### src/design/ptt_pkg.sv
// ----------------------------------------------------------------------------
// ptt_pkg
// shared types and constants of the periodic task timer table
// ----------------------------------------------------------------------------
`timescale 1ns / 1ps

package ptt_pkg;

    localparam int MAX_TASKS  = 16;
    localparam int HANDLE_W   = 4;
    localparam int SLOT_COUNT = (MAX_TASKS < (1 << HANDLE_W)) ? MAX_TASKS : (1 << HANDLE_W);
    localparam int SLOT_W     = (SLOT_COUNT > 1) ? $clog2(SLOT_COUNT) : 1;
    localparam int UNIT_W     = 16;
    localparam int CFG_ADDR_W = 3;
    localparam int CFG_DATA_W = 32;

    localparam logic [UNIT_W-1:0] TPU_RESET = UNIT_W'(10);

    // register index taken from paddr above the byte offset
    localparam logic [CFG_ADDR_W-3:0] REG_TICKS_PER_UNIT = '0;

    typedef enum logic [1:0] {
        ACT_ADD    = 2'd0,
        ACT_REMOVE = 2'd1,
        ACT_TICK   = 2'd2
    } action_t;

    typedef enum logic [1:0] {
        KIND_ADD        = 2'd0,
        KIND_REMOVE     = 2'd1,
        KIND_FIRED      = 2'd2,
        KIND_EMPTY_TICK = 2'd3
    } kind_t;

    typedef enum logic [1:0] {
        ST_OK        = 2'd0,
        ST_FULL      = 2'd1,
        ST_NOT_FOUND = 2'd2
    } status_t;

    typedef struct packed {
        logic load_in;
        logic exec;
        logic sweep_step;
        logic flush;
    } ptt_cmd_t;

    typedef struct packed {
        logic [1:0] action;
        logic       unit_done;
        logic       slot_fires;
        logic       pend_valid;
        logic       sweep_end;
        logic       out_free;
    } ptt_sts_t;

endpackage

### src/design/ptt_ctrl.sv
// ----------------------------------------------------------------------------
// ptt_ctrl
// sequencer: input transfer, command execution, slot sweep and result flush
// ----------------------------------------------------------------------------
`timescale 1ns / 1ps

module ptt_ctrl
    import ptt_pkg::*;
(
    input  logic     aclk,
    input  logic     aresetn,
    input  logic     s_valid,
    output logic     s_ready,
    input  ptt_sts_t sts,
    output ptt_cmd_t cmd
);

    typedef enum logic [1:0] {
        S_IDLE,
        S_EXEC,
        S_SWEEP,
        S_FLUSH
    } state_t;

    state_t state_reg, state_next;
    logic   s_ready_reg, s_ready_next;

    always_comb begin
        cmd          = '0;
        state_next   = state_reg;
        s_ready_next = s_ready_reg;
        case (state_reg)
            S_IDLE: begin
                if (s_valid && s_ready_reg) begin
                    cmd.load_in  = 1'b1;
                    state_next   = S_EXEC;
                    s_ready_next = 1'b0;
                end
            end
            S_EXEC: begin
                if (sts.out_free) begin
                    cmd.exec = 1'b1;
                    if (sts.action == ACT_TICK && sts.unit_done) begin
                        state_next = S_SWEEP;
                    end else begin
                        state_next   = S_IDLE;
                        s_ready_next = 1'b1;
                    end
                end
            end
            S_SWEEP: begin
                // a firing slot pushes the held one out, so it needs a free output
                if (!(sts.slot_fires && sts.pend_valid && !sts.out_free)) begin
                    cmd.sweep_step = 1'b1;
                    if (sts.sweep_end) begin
                        state_next = S_FLUSH;
                    end
                end
            end
            S_FLUSH: begin
                if (sts.out_free) begin
                    cmd.flush    = 1'b1;
                    state_next   = S_IDLE;
                    s_ready_next = 1'b1;
                end
            end
            default: begin
                state_next   = S_IDLE;
                s_ready_next = 1'b1;
            end
        endcase
    end

    always_ff @(posedge aclk) begin
        if (!aresetn) begin
            state_reg   <= S_IDLE;
            s_ready_reg <= 1'b1;
        end else begin
            state_reg   <= state_next;
            s_ready_reg <= s_ready_next;
        end
    end

    assign s_ready = s_ready_reg;

endmodule

### src/design/ptt_dp.sv
// ----------------------------------------------------------------------------
// ptt_dp
// timer slots, prescaler, held fire and output register
// ----------------------------------------------------------------------------
`timescale 1ns / 1ps

module ptt_dp
    import ptt_pkg::*;
(
    input  logic                aclk,
    input  logic                aresetn,
    input  ptt_cmd_t            cmd,
    output ptt_sts_t            sts,
    input  logic [1:0]          s_action,
    input  logic [UNIT_W-1:0]   s_delay_units,
    input  logic [UNIT_W-1:0]   s_period_units,
    input  logic [HANDLE_W-1:0] s_handle_in,
    input  logic                cfg_we,
    input  logic [UNIT_W-1:0]   cfg_wdata,
    output logic [UNIT_W-1:0]   tpu_value,
    output logic                m_valid,
    input  logic                m_ready,
    output logic [1:0]          m_kind,
    output logic [HANDLE_W-1:0] m_task_handle,
    output logic [1:0]          m_status,
    output logic                m_last
);

    logic [1:0]          in_action_reg;
    logic [UNIT_W-1:0]   in_delay_reg;
    logic [UNIT_W-1:0]   in_period_reg;
    logic [HANDLE_W-1:0] in_handle_reg;

    logic [UNIT_W-1:0]   tpu_reg;
    logic [UNIT_W-1:0]   prescale_reg;
    logic [SLOT_COUNT-1:0] active_reg;
    logic [UNIT_W-1:0]   rem_reg    [SLOT_COUNT];
    logic [UNIT_W-1:0]   reload_reg [SLOT_COUNT];
    logic [SLOT_W-1:0]   idx_reg;
    logic                pend_valid_reg;
    logic [SLOT_W-1:0]   pend_handle_reg;

    logic                out_valid_reg;
    logic [1:0]          out_kind_reg;
    logic [HANDLE_W-1:0] out_handle_reg;
    logic [1:0]          out_status_reg;
    logic                out_last_reg;

    logic [UNIT_W-1:0]   div;
    logic [UNIT_W:0]     presc_inc;
    logic                unit_done;
    logic                free_found;
    logic [SLOT_W-1:0]   free_idx;
    logic                rm_hit;
    logic                cur_act;
    logic [UNIT_W-1:0]   cur_rem;
    logic [UNIT_W-1:0]   cur_reload;
    logic                slot_fires;
    logic                out_free;
    logic                out_load;

    assign div       = (tpu_reg == '0) ? UNIT_W'(1) : tpu_reg;
    assign presc_inc = {1'b0, prescale_reg} + (UNIT_W+1)'(1);
    assign unit_done = presc_inc >= {1'b0, div};

    // lowest free slot
    always_comb begin
        free_found = 1'b0;
        free_idx   = '0;
        for (int i = SLOT_COUNT - 1; i >= 0; i--) begin
            if (!active_reg[i]) begin
                free_found = 1'b1;
                free_idx   = SLOT_W'(i);
            end
        end
    end

    assign rm_hit = ({1'b0, in_handle_reg} < (HANDLE_W+1)'(SLOT_COUNT))
                    && active_reg[in_handle_reg[SLOT_W-1:0]];

    assign cur_act    = active_reg[idx_reg];
    assign cur_rem    = rem_reg[idx_reg];
    assign cur_reload = reload_reg[idx_reg];
    assign slot_fires = cur_act && (cur_rem <= UNIT_W'(1));
    assign out_free   = !out_valid_reg || m_ready;

    assign out_load = (cmd.exec && (in_action_reg == ACT_ADD || in_action_reg == ACT_REMOVE
                                    || (in_action_reg == ACT_TICK && !unit_done)))
                      || (cmd.sweep_step && slot_fires && pend_valid_reg)
                      || cmd.flush;

    always_comb begin
        sts.action     = in_action_reg;
        sts.unit_done  = unit_done;
        sts.slot_fires = slot_fires;
        sts.pend_valid = pend_valid_reg;
        sts.sweep_end  = idx_reg == SLOT_W'(SLOT_COUNT - 1);
        sts.out_free   = out_free;
    end

    always_ff @(posedge aclk) begin
        if (!aresetn) begin
            tpu_reg        <= TPU_RESET;
            prescale_reg   <= '0;
            active_reg     <= '0;
            idx_reg        <= '0;
            pend_valid_reg <= 1'b0;
            out_valid_reg  <= 1'b0;
        end else begin
            if (cfg_we) begin
                tpu_reg <= cfg_wdata;
            end
            if (out_load) begin
                out_valid_reg <= 1'b1;
            end else if (m_ready) begin
                out_valid_reg <= 1'b0;
            end
            if (cmd.exec) begin
                case (in_action_reg)
                    ACT_ADD: begin
                        if (free_found) begin
                            active_reg[free_idx] <= 1'b1;
                        end
                    end
                    ACT_REMOVE: begin
                        if (rm_hit) begin
                            active_reg[in_handle_reg[SLOT_W-1:0]] <= 1'b0;
                        end
                    end
                    ACT_TICK: begin
                        if (unit_done) begin
                            prescale_reg   <= '0;
                            idx_reg        <= '0;
                            pend_valid_reg <= 1'b0;
                        end else begin
                            prescale_reg <= presc_inc[UNIT_W-1:0];
                        end
                    end
                    default: begin
                    end
                endcase
            end
            if (cmd.sweep_step) begin
                if (slot_fires) begin
                    // one-shot timer is freed
                    if (cur_reload == '0) begin
                        active_reg[idx_reg] <= 1'b0;
                    end
                    pend_valid_reg <= 1'b1;
                end
                idx_reg <= idx_reg + SLOT_W'(1);
            end
            if (cmd.flush) begin
                pend_valid_reg <= 1'b0;
            end
        end
    end

    always_ff @(posedge aclk) begin
        if (cmd.load_in) begin
            in_action_reg <= s_action;
            in_delay_reg  <= s_delay_units;
            in_period_reg <= s_period_units;
            in_handle_reg <= s_handle_in;
        end
        if (cmd.exec) begin
            case (in_action_reg)
                ACT_ADD: begin
                    if (free_found) begin
                        rem_reg[free_idx]    <= (in_delay_reg == '0) ? UNIT_W'(1) : in_delay_reg;
                        reload_reg[free_idx] <= in_period_reg;
                    end
                    out_kind_reg   <= KIND_ADD;
                    out_handle_reg <= free_found ? HANDLE_W'(free_idx) : '0;
                    out_status_reg <= free_found ? ST_OK : ST_FULL;
                    out_last_reg   <= 1'b1;
                end
                ACT_REMOVE: begin
                    out_kind_reg   <= KIND_REMOVE;
                    out_handle_reg <= in_handle_reg;
                    out_status_reg <= rm_hit ? ST_OK : ST_NOT_FOUND;
                    out_last_reg   <= 1'b1;
                end
                ACT_TICK: begin
                    out_kind_reg   <= KIND_EMPTY_TICK;
                    out_handle_reg <= '0;
                    out_status_reg <= ST_OK;
                    out_last_reg   <= 1'b1;
                end
                default: begin
                end
            endcase
        end
        if (cmd.sweep_step && cur_act) begin
            if (cur_rem > UNIT_W'(1)) begin
                rem_reg[idx_reg] <= cur_rem - UNIT_W'(1);
            end else if (cur_reload != '0) begin
                rem_reg[idx_reg] <= cur_reload;
            end
            if (slot_fires) begin
                pend_handle_reg <= idx_reg;
                if (pend_valid_reg) begin
                    out_kind_reg   <= KIND_FIRED;
                    out_handle_reg <= HANDLE_W'(pend_handle_reg);
                    out_status_reg <= ST_OK;
                    out_last_reg   <= 1'b0;
                end
            end
        end
        if (cmd.flush) begin
            out_kind_reg   <= pend_valid_reg ? KIND_FIRED : KIND_EMPTY_TICK;
            out_handle_reg <= pend_valid_reg ? HANDLE_W'(pend_handle_reg) : '0;
            out_status_reg <= ST_OK;
            out_last_reg   <= 1'b1;
        end
    end

    assign tpu_value     = tpu_reg;
    assign m_valid       = out_valid_reg;
    assign m_kind        = out_kind_reg;
    assign m_task_handle = out_handle_reg;
    assign m_status      = out_status_reg;
    assign m_last        = out_last_reg;

endmodule

### src/design/periodic_task_timer_table.sv
// ----------------------------------------------------------------------------
// periodic_task_timer_table
// table of periodic and one-shot timers with prescaled tick input
//
// channel   signals                                            direction
// s_        s_action s_delay_units s_period_units s_handle_in   in
// m_        m_kind m_task_handle m_status m_last                out
// apb       psel penable pwrite paddr pwdata prdata pready     in/out
//
// add, remove and a tick that completes no unit: loaded in S_IDLE, executed in S_EXEC
// a tick that completes a unit also sweeps all SLOT_COUNT slots, one slot per cycle
// unless a firing slot waits for m_ready, and then flushes the final result
// one transfer per fired timer, ascending handle order, last on the final one
// a stalled m_ready holds execution, the final transfer and a second firing
// aresetn is synchronous; all slots free, prescaler zero, ticks_per_unit 10
// ----------------------------------------------------------------------------
`timescale 1ns / 1ps

module periodic_task_timer_table
    import ptt_pkg::*;
(
    input  logic                  aclk,
    input  logic                  aresetn,
    input  logic                  s_valid,
    output logic                  s_ready,
    input  logic [1:0]            s_action,
    input  logic [UNIT_W-1:0]     s_delay_units,
    input  logic [UNIT_W-1:0]     s_period_units,
    input  logic [HANDLE_W-1:0]   s_handle_in,
    output logic                  m_valid,
    input  logic                  m_ready,
    output logic [1:0]            m_kind,
    output logic [HANDLE_W-1:0]   m_task_handle,
    output logic [1:0]            m_status,
    output logic                  m_last,
    input  logic                  psel,
    input  logic                  penable,
    input  logic                  pwrite,
    input  logic [CFG_ADDR_W-1:0] paddr,
    input  logic [CFG_DATA_W-1:0] pwdata,
    output logic [CFG_DATA_W-1:0] prdata,
    output logic                  pready
);

    ptt_cmd_t          cmd;
    ptt_sts_t          sts;
    logic              cfg_sel;
    logic              cfg_we;
    logic [UNIT_W-1:0] tpu_value;

    assign cfg_sel = paddr[CFG_ADDR_W-1:2] == REG_TICKS_PER_UNIT;
    assign cfg_we  = psel && penable && pwrite && cfg_sel;
    assign pready  = 1'b1;
    assign prdata  = cfg_sel ? CFG_DATA_W'(tpu_value) : '0;

    ptt_ctrl u_ctrl (
        .aclk    (aclk),
        .aresetn (aresetn),
        .s_valid (s_valid),
        .s_ready (s_ready),
        .sts     (sts),
        .cmd     (cmd)
    );

    ptt_dp u_dp (
        .aclk           (aclk),
        .aresetn        (aresetn),
        .cmd            (cmd),
        .sts            (sts),
        .s_action       (s_action),
        .s_delay_units  (s_delay_units),
        .s_period_units (s_period_units),
        .s_handle_in    (s_handle_in),
        .cfg_we         (cfg_we),
        .cfg_wdata      (pwdata[UNIT_W-1:0]),
        .tpu_value      (tpu_value),
        .m_valid        (m_valid),
        .m_ready        (m_ready),
        .m_kind         (m_kind),
        .m_task_handle  (m_task_handle),
        .m_status       (m_status),
        .m_last         (m_last)
    );

endmodule

### config.mk
export PLATFORM = sky130hd
export DESIGN_NAME = periodic_task_timer_table
export DESIGN_NICKNAME = d
export VERILOG_FILES = /design/src/design/ptt_pkg.sv /design/src/design/ptt_ctrl.sv /design/src/design/ptt_dp.sv /design/src/design/periodic_task_timer_table.sv
export SDC_FILE = /design/constraint.sdc
export NUM_CORES = 1
export LEC_CHECK = 0
export BUFFER_PORTS_ARGS = -buffer_cell sky130_fd_sc_hd__buf_2
export CAP_MARGIN = 30
export CORE_UTILIZATION = 41
export DETAILED_ROUTE_END_ITERATION = 10
export GPL_TIMING_DRIVEN = 0
export SYNTH_ARGS = -nofsm -noshare
export SYNTH_HDL_FRONTEND = slang
export SYNTH_SLANG_ARGS = --single-unit
### constraint.sdc
create_clock -name aclk -period 14.55 [get_ports aclk]
set_clock_uncertainty 0.2 [all_clocks]
set_input_delay 4.365 -clock aclk [delete_from_list [all_inputs] [get_ports aclk]]
set_output_delay 4.365 -clock aclk [all_outputs]
set_load 0.1 [all_outputs]
==> flow_metrics.tcl <==
set metrics [dict create \
    ioPinCount 124 \
    wirelength_per_cell_um 26.0 \
    port_buffers 86 \
    syn_inst 1594 \
    antenna-diode-count 0 \
    vdd_ir_drop_max_mv 0.0794 \
    crit_path_end_kind "primary output" \
    post-place-ws_ps 4600 \
    ys_warn_count 0 \
    die_height_um 254 \
    detail_route.vias_per_cell 5.75 \
    clk_transition_reported_paths_ps 60 \
    startpoint_type "input port" \
    crit_type "in -> out" \
    dp_cells 2578 \
    initial_cell_density_of_the_core 0.414 \
    grt_max_degree 26 \
    clock_share_of_power 0.442 \
    number_of_buffers_added_by_the_clock_tree_synthesis_step 67 \
    drt_iter0_markers 1632 \
    grt.total_usage 0.221 \
    synth_async_sr_flop_share 0 \
    sequential_fraction_of_the_synthesis_area 0.692 \
    critPathArrivalTime_ps 5360 \
    cts_num_sinks 624 \
    gr_layer_usage_met2 0.350 \
    hold_viol 0 \
    die_x_um 254 \
    cpMostUsedCell "sky130_fd_sc_hd__clkbuf_1" \
    p_leak_uw 0.0101 \
    place.detailed.hpwl_um 48300 \
    startpoint "paddr[2]" \
    mappedNetlistArea_um2 26100 \
    finish.utilization 0.488 \
    yosysUniqueCellTypes 74 \
    cp_slowest_stage_delay_ps 350 \
    drt_first_pass_iters 5 \
    first_global_vias 15300 \
    place_congestion 0.951 \
    gr-max-usage-layer "met2" \
    totalWireLength_um 70200 \
    reg2reg_to "u_dp.rem_reg[1][15]" \
    total_switching_power_uw 861 \
    p_seq_frac 0.513 \
    ctsRootBufferMaster "sky130_fd_sc_hd__clkbuf_16" \
    cts_tree "done" \
    share_of_final_layout_standard_cells_stronger_than_drive_strength_1 0.251 \
    critical_path.top_delay_family "buffers and inverters" \
    critical_path_required_ps 9980 \
    period_share 0.682 \
    cts_resized 0 \
    syn-mean-instance-area_um2 16.3 \
    n_fill_cell 5283 \
    cts-hold-fix-buffers 0 \
    worstHoldPathType "reg -> reg" \
    worst_setup_path_endpoint "prdata[11]" \
    via_count 15500 \
    coreArea_um2 63000 \
    placed_cell_area_um2 28500 \
    grt-ovfl-total 0 \
    syn_to_final_growth_pct 18.0 \
    r2r.worst_path.cells 17 \
    grt_setup_unrepaired "no" \
    critical_path.slowest_cell "sky130_fd_sc_hd__clkbuf_1" \
    drc 0 \
    global_route.usage.met3 0.0458 \
    min_period_ps 9930 \
    setup_tns_ps 0 \
    cts.repair_timing.setup_buffer_count 0 \
    timing.final.ws_setup_ps 4620 \
    setup_viol 0 \
    ff2ff_setup_slack_ps 7880 \
    grt_antenna_before_repair 0 \
    finished_cell_area_um2 30700 \
    timing.max_cap.violations 0 \
    die_area_um2 64600 \
    synth_edf_count 554 \
    run_status "completed" \
    cts_buffer_depth 3 \
    globalRouteMet1Util 0.311 \
    clock.fmax_mhz 101 \
    finalNonFillerCells 2701 \
    clk_latency_ps 610 \
    combinationalPowerShare 0.044 \
    grt_pass1_wl_um 102000 \
    final-max-slew-violation-count 0 \
    switching_share_of_power 0.220 \
    finalNetCount 1909 \
    ys_dominant_reg_cell "sky130_fd_sc_hd__edfxtp_1" \
    yosys_register_bits 624 \
    power_density_nw_per_um2 127 \
    placementRows 92 \
    cp_max_fo 10 \
    worst-path-stages 4 \
    timing_worst_slew_pin_value_ps 1050 \
    cts_htree_levels 3 \
    detail-route-antenna-nets 0 \
    worstPathBufferInverterCount 3 \
    power.internal_uw 3060 \
    worst_slew_margin_rel 0.295 \
    timing.critical_path.cells "clkbuf_1 -> clkbuf_1 -> nor2_1 -> buf_2" \
]
[layout make-up]
type	count	area (um2)	share of cell area
well taps	846	1060	0.0344
inverters	38	143	0.00464
clock inverters	39	452	0.0147
repair buffers	124	1090	0.0354
flip-flops and latches	624	18000	0.587
clock buffers	83	1780	0.0578
multi-input cells	856	7700	0.251
plain buffers	91	482	0.0157
[power by group through the flow]
| stage | registers, uW | logic [uW] | clock network [uW] |
|---|---|---|---|
| 2_1_floorplan | 2080 | 87.7 | 0 |
| 3_3_place_gp | 2050 | 167 | 0 |
| 3_5_place_dp | 2050 | 174 | 0 |
| 4_1_cts | 2010 | 174 | 1760 |
| 5_1_grt | 2010 | 186 | 1820 |
| 6_report | 2010 | 174 | 1730 |
[synthesized netlist by cell type, types with 4 or more instances]
| master | number | area, um2 |
|---|---|---|
| sky130_fd_sc_hd__a211o_1 | 4 | 35.0 |
| sky130_fd_sc_hd__a211oi_1 | 12 | 90.1 |
| sky130_fd_sc_hd__a21boi_0 | 6 | 45.0 |
| sky130_fd_sc_hd__a21o_1 | 6 | 45.0 |
| sky130_fd_sc_hd__a21oi_1 | 66 | 330 |
| sky130_fd_sc_hd__a221o_1 | 5 | 50.1 |
| sky130_fd_sc_hd__a221oi_1 | 5 | 43.8 |
| sky130_fd_sc_hd__a22oi_1 | 26 | 195 |
| sky130_fd_sc_hd__a31oi_1 | 7 | 43.8 |
| sky130_fd_sc_hd__a32oi_1 | 4 | 35.0 |
| sky130_fd_sc_hd__and2_1 | 8 | 50.1 |
| sky130_fd_sc_hd__and3_1 | 8 | 50.1 |
| sky130_fd_sc_hd__buf_1 | 4 | 15.0 |
| sky130_fd_sc_hd__buf_2 | 25 | 125 |
| sky130_fd_sc_hd__buf_4 | 19 | 143 |
| sky130_fd_sc_hd__buf_6 | 5 | 56.3 |
| sky130_fd_sc_hd__clkbuf_1 | 38 | 143 |
| sky130_fd_sc_hd__dfxtp_1 | 70 | 1400 |
| sky130_fd_sc_hd__edfxtp_1 | 554 | 16600 |
| sky130_fd_sc_hd__ha_1 | 27 | 338 |
| sky130_fd_sc_hd__inv_1 | 35 | 131 |
| sky130_fd_sc_hd__mux2_2 | 4 | 45.0 |
| sky130_fd_sc_hd__mux2i_1 | 19 | 190 |
| sky130_fd_sc_hd__mux4_2 | 137 | 3090 |
| sky130_fd_sc_hd__nand2_1 | 130 | 488 |
| sky130_fd_sc_hd__nand2b_1 | 8 | 50.1 |
| sky130_fd_sc_hd__nand3_1 | 39 | 195 |
| sky130_fd_sc_hd__nand3b_1 | 9 | 67.6 |
| sky130_fd_sc_hd__nand4_1 | 8 | 50.1 |
| sky130_fd_sc_hd__nand4b_1 | 5 | 43.8 |
| sky130_fd_sc_hd__nor2_1 | 89 | 334 |
| sky130_fd_sc_hd__nor2b_1 | 12 | 75.1 |
| sky130_fd_sc_hd__nor3_1 | 24 | 120 |
| sky130_fd_sc_hd__nor4_1 | 11 | 68.8 |
| sky130_fd_sc_hd__o211ai_1 | 5 | 37.5 |
| sky130_fd_sc_hd__o21a_1 | 4 | 30.0 |
| sky130_fd_sc_hd__o21ai_0 | 31 | 155 |
| sky130_fd_sc_hd__o21bai_1 | 4 | 30.0 |
| sky130_fd_sc_hd__o22ai_1 | 25 | 156 |
| sky130_fd_sc_hd__o31a_1 | 4 | 35.0 |
| sky130_fd_sc_hd__o31ai_1 | 6 | 45.0 |
| sky130_fd_sc_hd__or2_2 | 6 | 37.5 |
| sky130_fd_sc_hd__or3_1 | 6 | 37.5 |
| sky130_fd_sc_hd__xnor2_1 | 17 | 149 |
| sky130_fd_sc_hd__xor2_1 | 10 | 87.6 |
[cell families after synthesis]
kind of cell | share of synthesized area
AOI/OAI and AO/OA | 0.0615
xor gates and xnor gates | 0.00908
adders and majority gates | 0.0130
buffers and inverters | 0.0240
DFF | 0.692
muxes | 0.128
other | 0.000288
and+or+nand+nor | 0.0721
[layout by cell type (no fill, tap or decap), drive strengths merged, types with 8 or more instances in the layout]
cell type  Yosys  final
a211oi        12     12
a21oi         66     66
a22oi         26     26
and2           9      9
and3           8      8
buf           53    177
bufinv         0      9
clkbuf        38    121
clkinv         2     26
conb           2     17
dfxtp         70     70
edfxtp       554    554
ha            27     27
inv           36     41
mux2i         19     19
mux4         137    137
nand2        131    131
nand2b         8      8
nand3         39     39
nand3b         9      9
nand4          9      9
nor2          91     91
nor2b         12     12
nor3          26     26
nor4          14     14
o21ai         36     36
o22ai         25     25
xnor2         17     17
xor2          10     10
[worst min-delay path by stage]
stage / cells past startpoint / to / startpoint / slack, ps
2_1_floorplan: 0 / u_dp.pend_handle_reg[3] / u_dp.idx_reg[3] / 210
3_3_place_gp: 2 / u_dp.m_status[0] / u_dp.m_status[0] / 240
3_5_place_dp: 0 / u_dp.pend_handle_reg[3] / u_dp.idx_reg[3] / 240
4_1_cts: 2 / u_dp.tpu_value[10] / u_dp.tpu_value[10] / 270
5_1_grt: 2 / u_dp.tpu_value[10] / u_dp.tpu_value[10] / 280
6_report: 2 / u_dp.m_status[0] / u_dp.m_status[0] / 270
[per-layer routing]
metal,share of wire,vias to the layer above
met2,0.47,693
met4,0.022,0
li1,-,6723
met1,0.42,8000
met5,0,-
met3,0.082,105
[metrics by stage]
stage	hold slack, ps	total power, uW
2_1_floorplan	206	2160
3_3_place_gp	242	2220
3_5_place_dp	241	2220
4_1_cts	271	3940
5_1_grt	283	4020
6_report	269	3920
[worst min-delay path, stage by stage, from the launching register on]
cell                      delay (ps)
sky130_fd_sc_hd__dfxtp_1         310
sky130_fd_sc_hd__nand2_1          50
sky130_fd_sc_hd__a21oi_1          50
No activity file was read; power rests on OpenSTA's default activity.
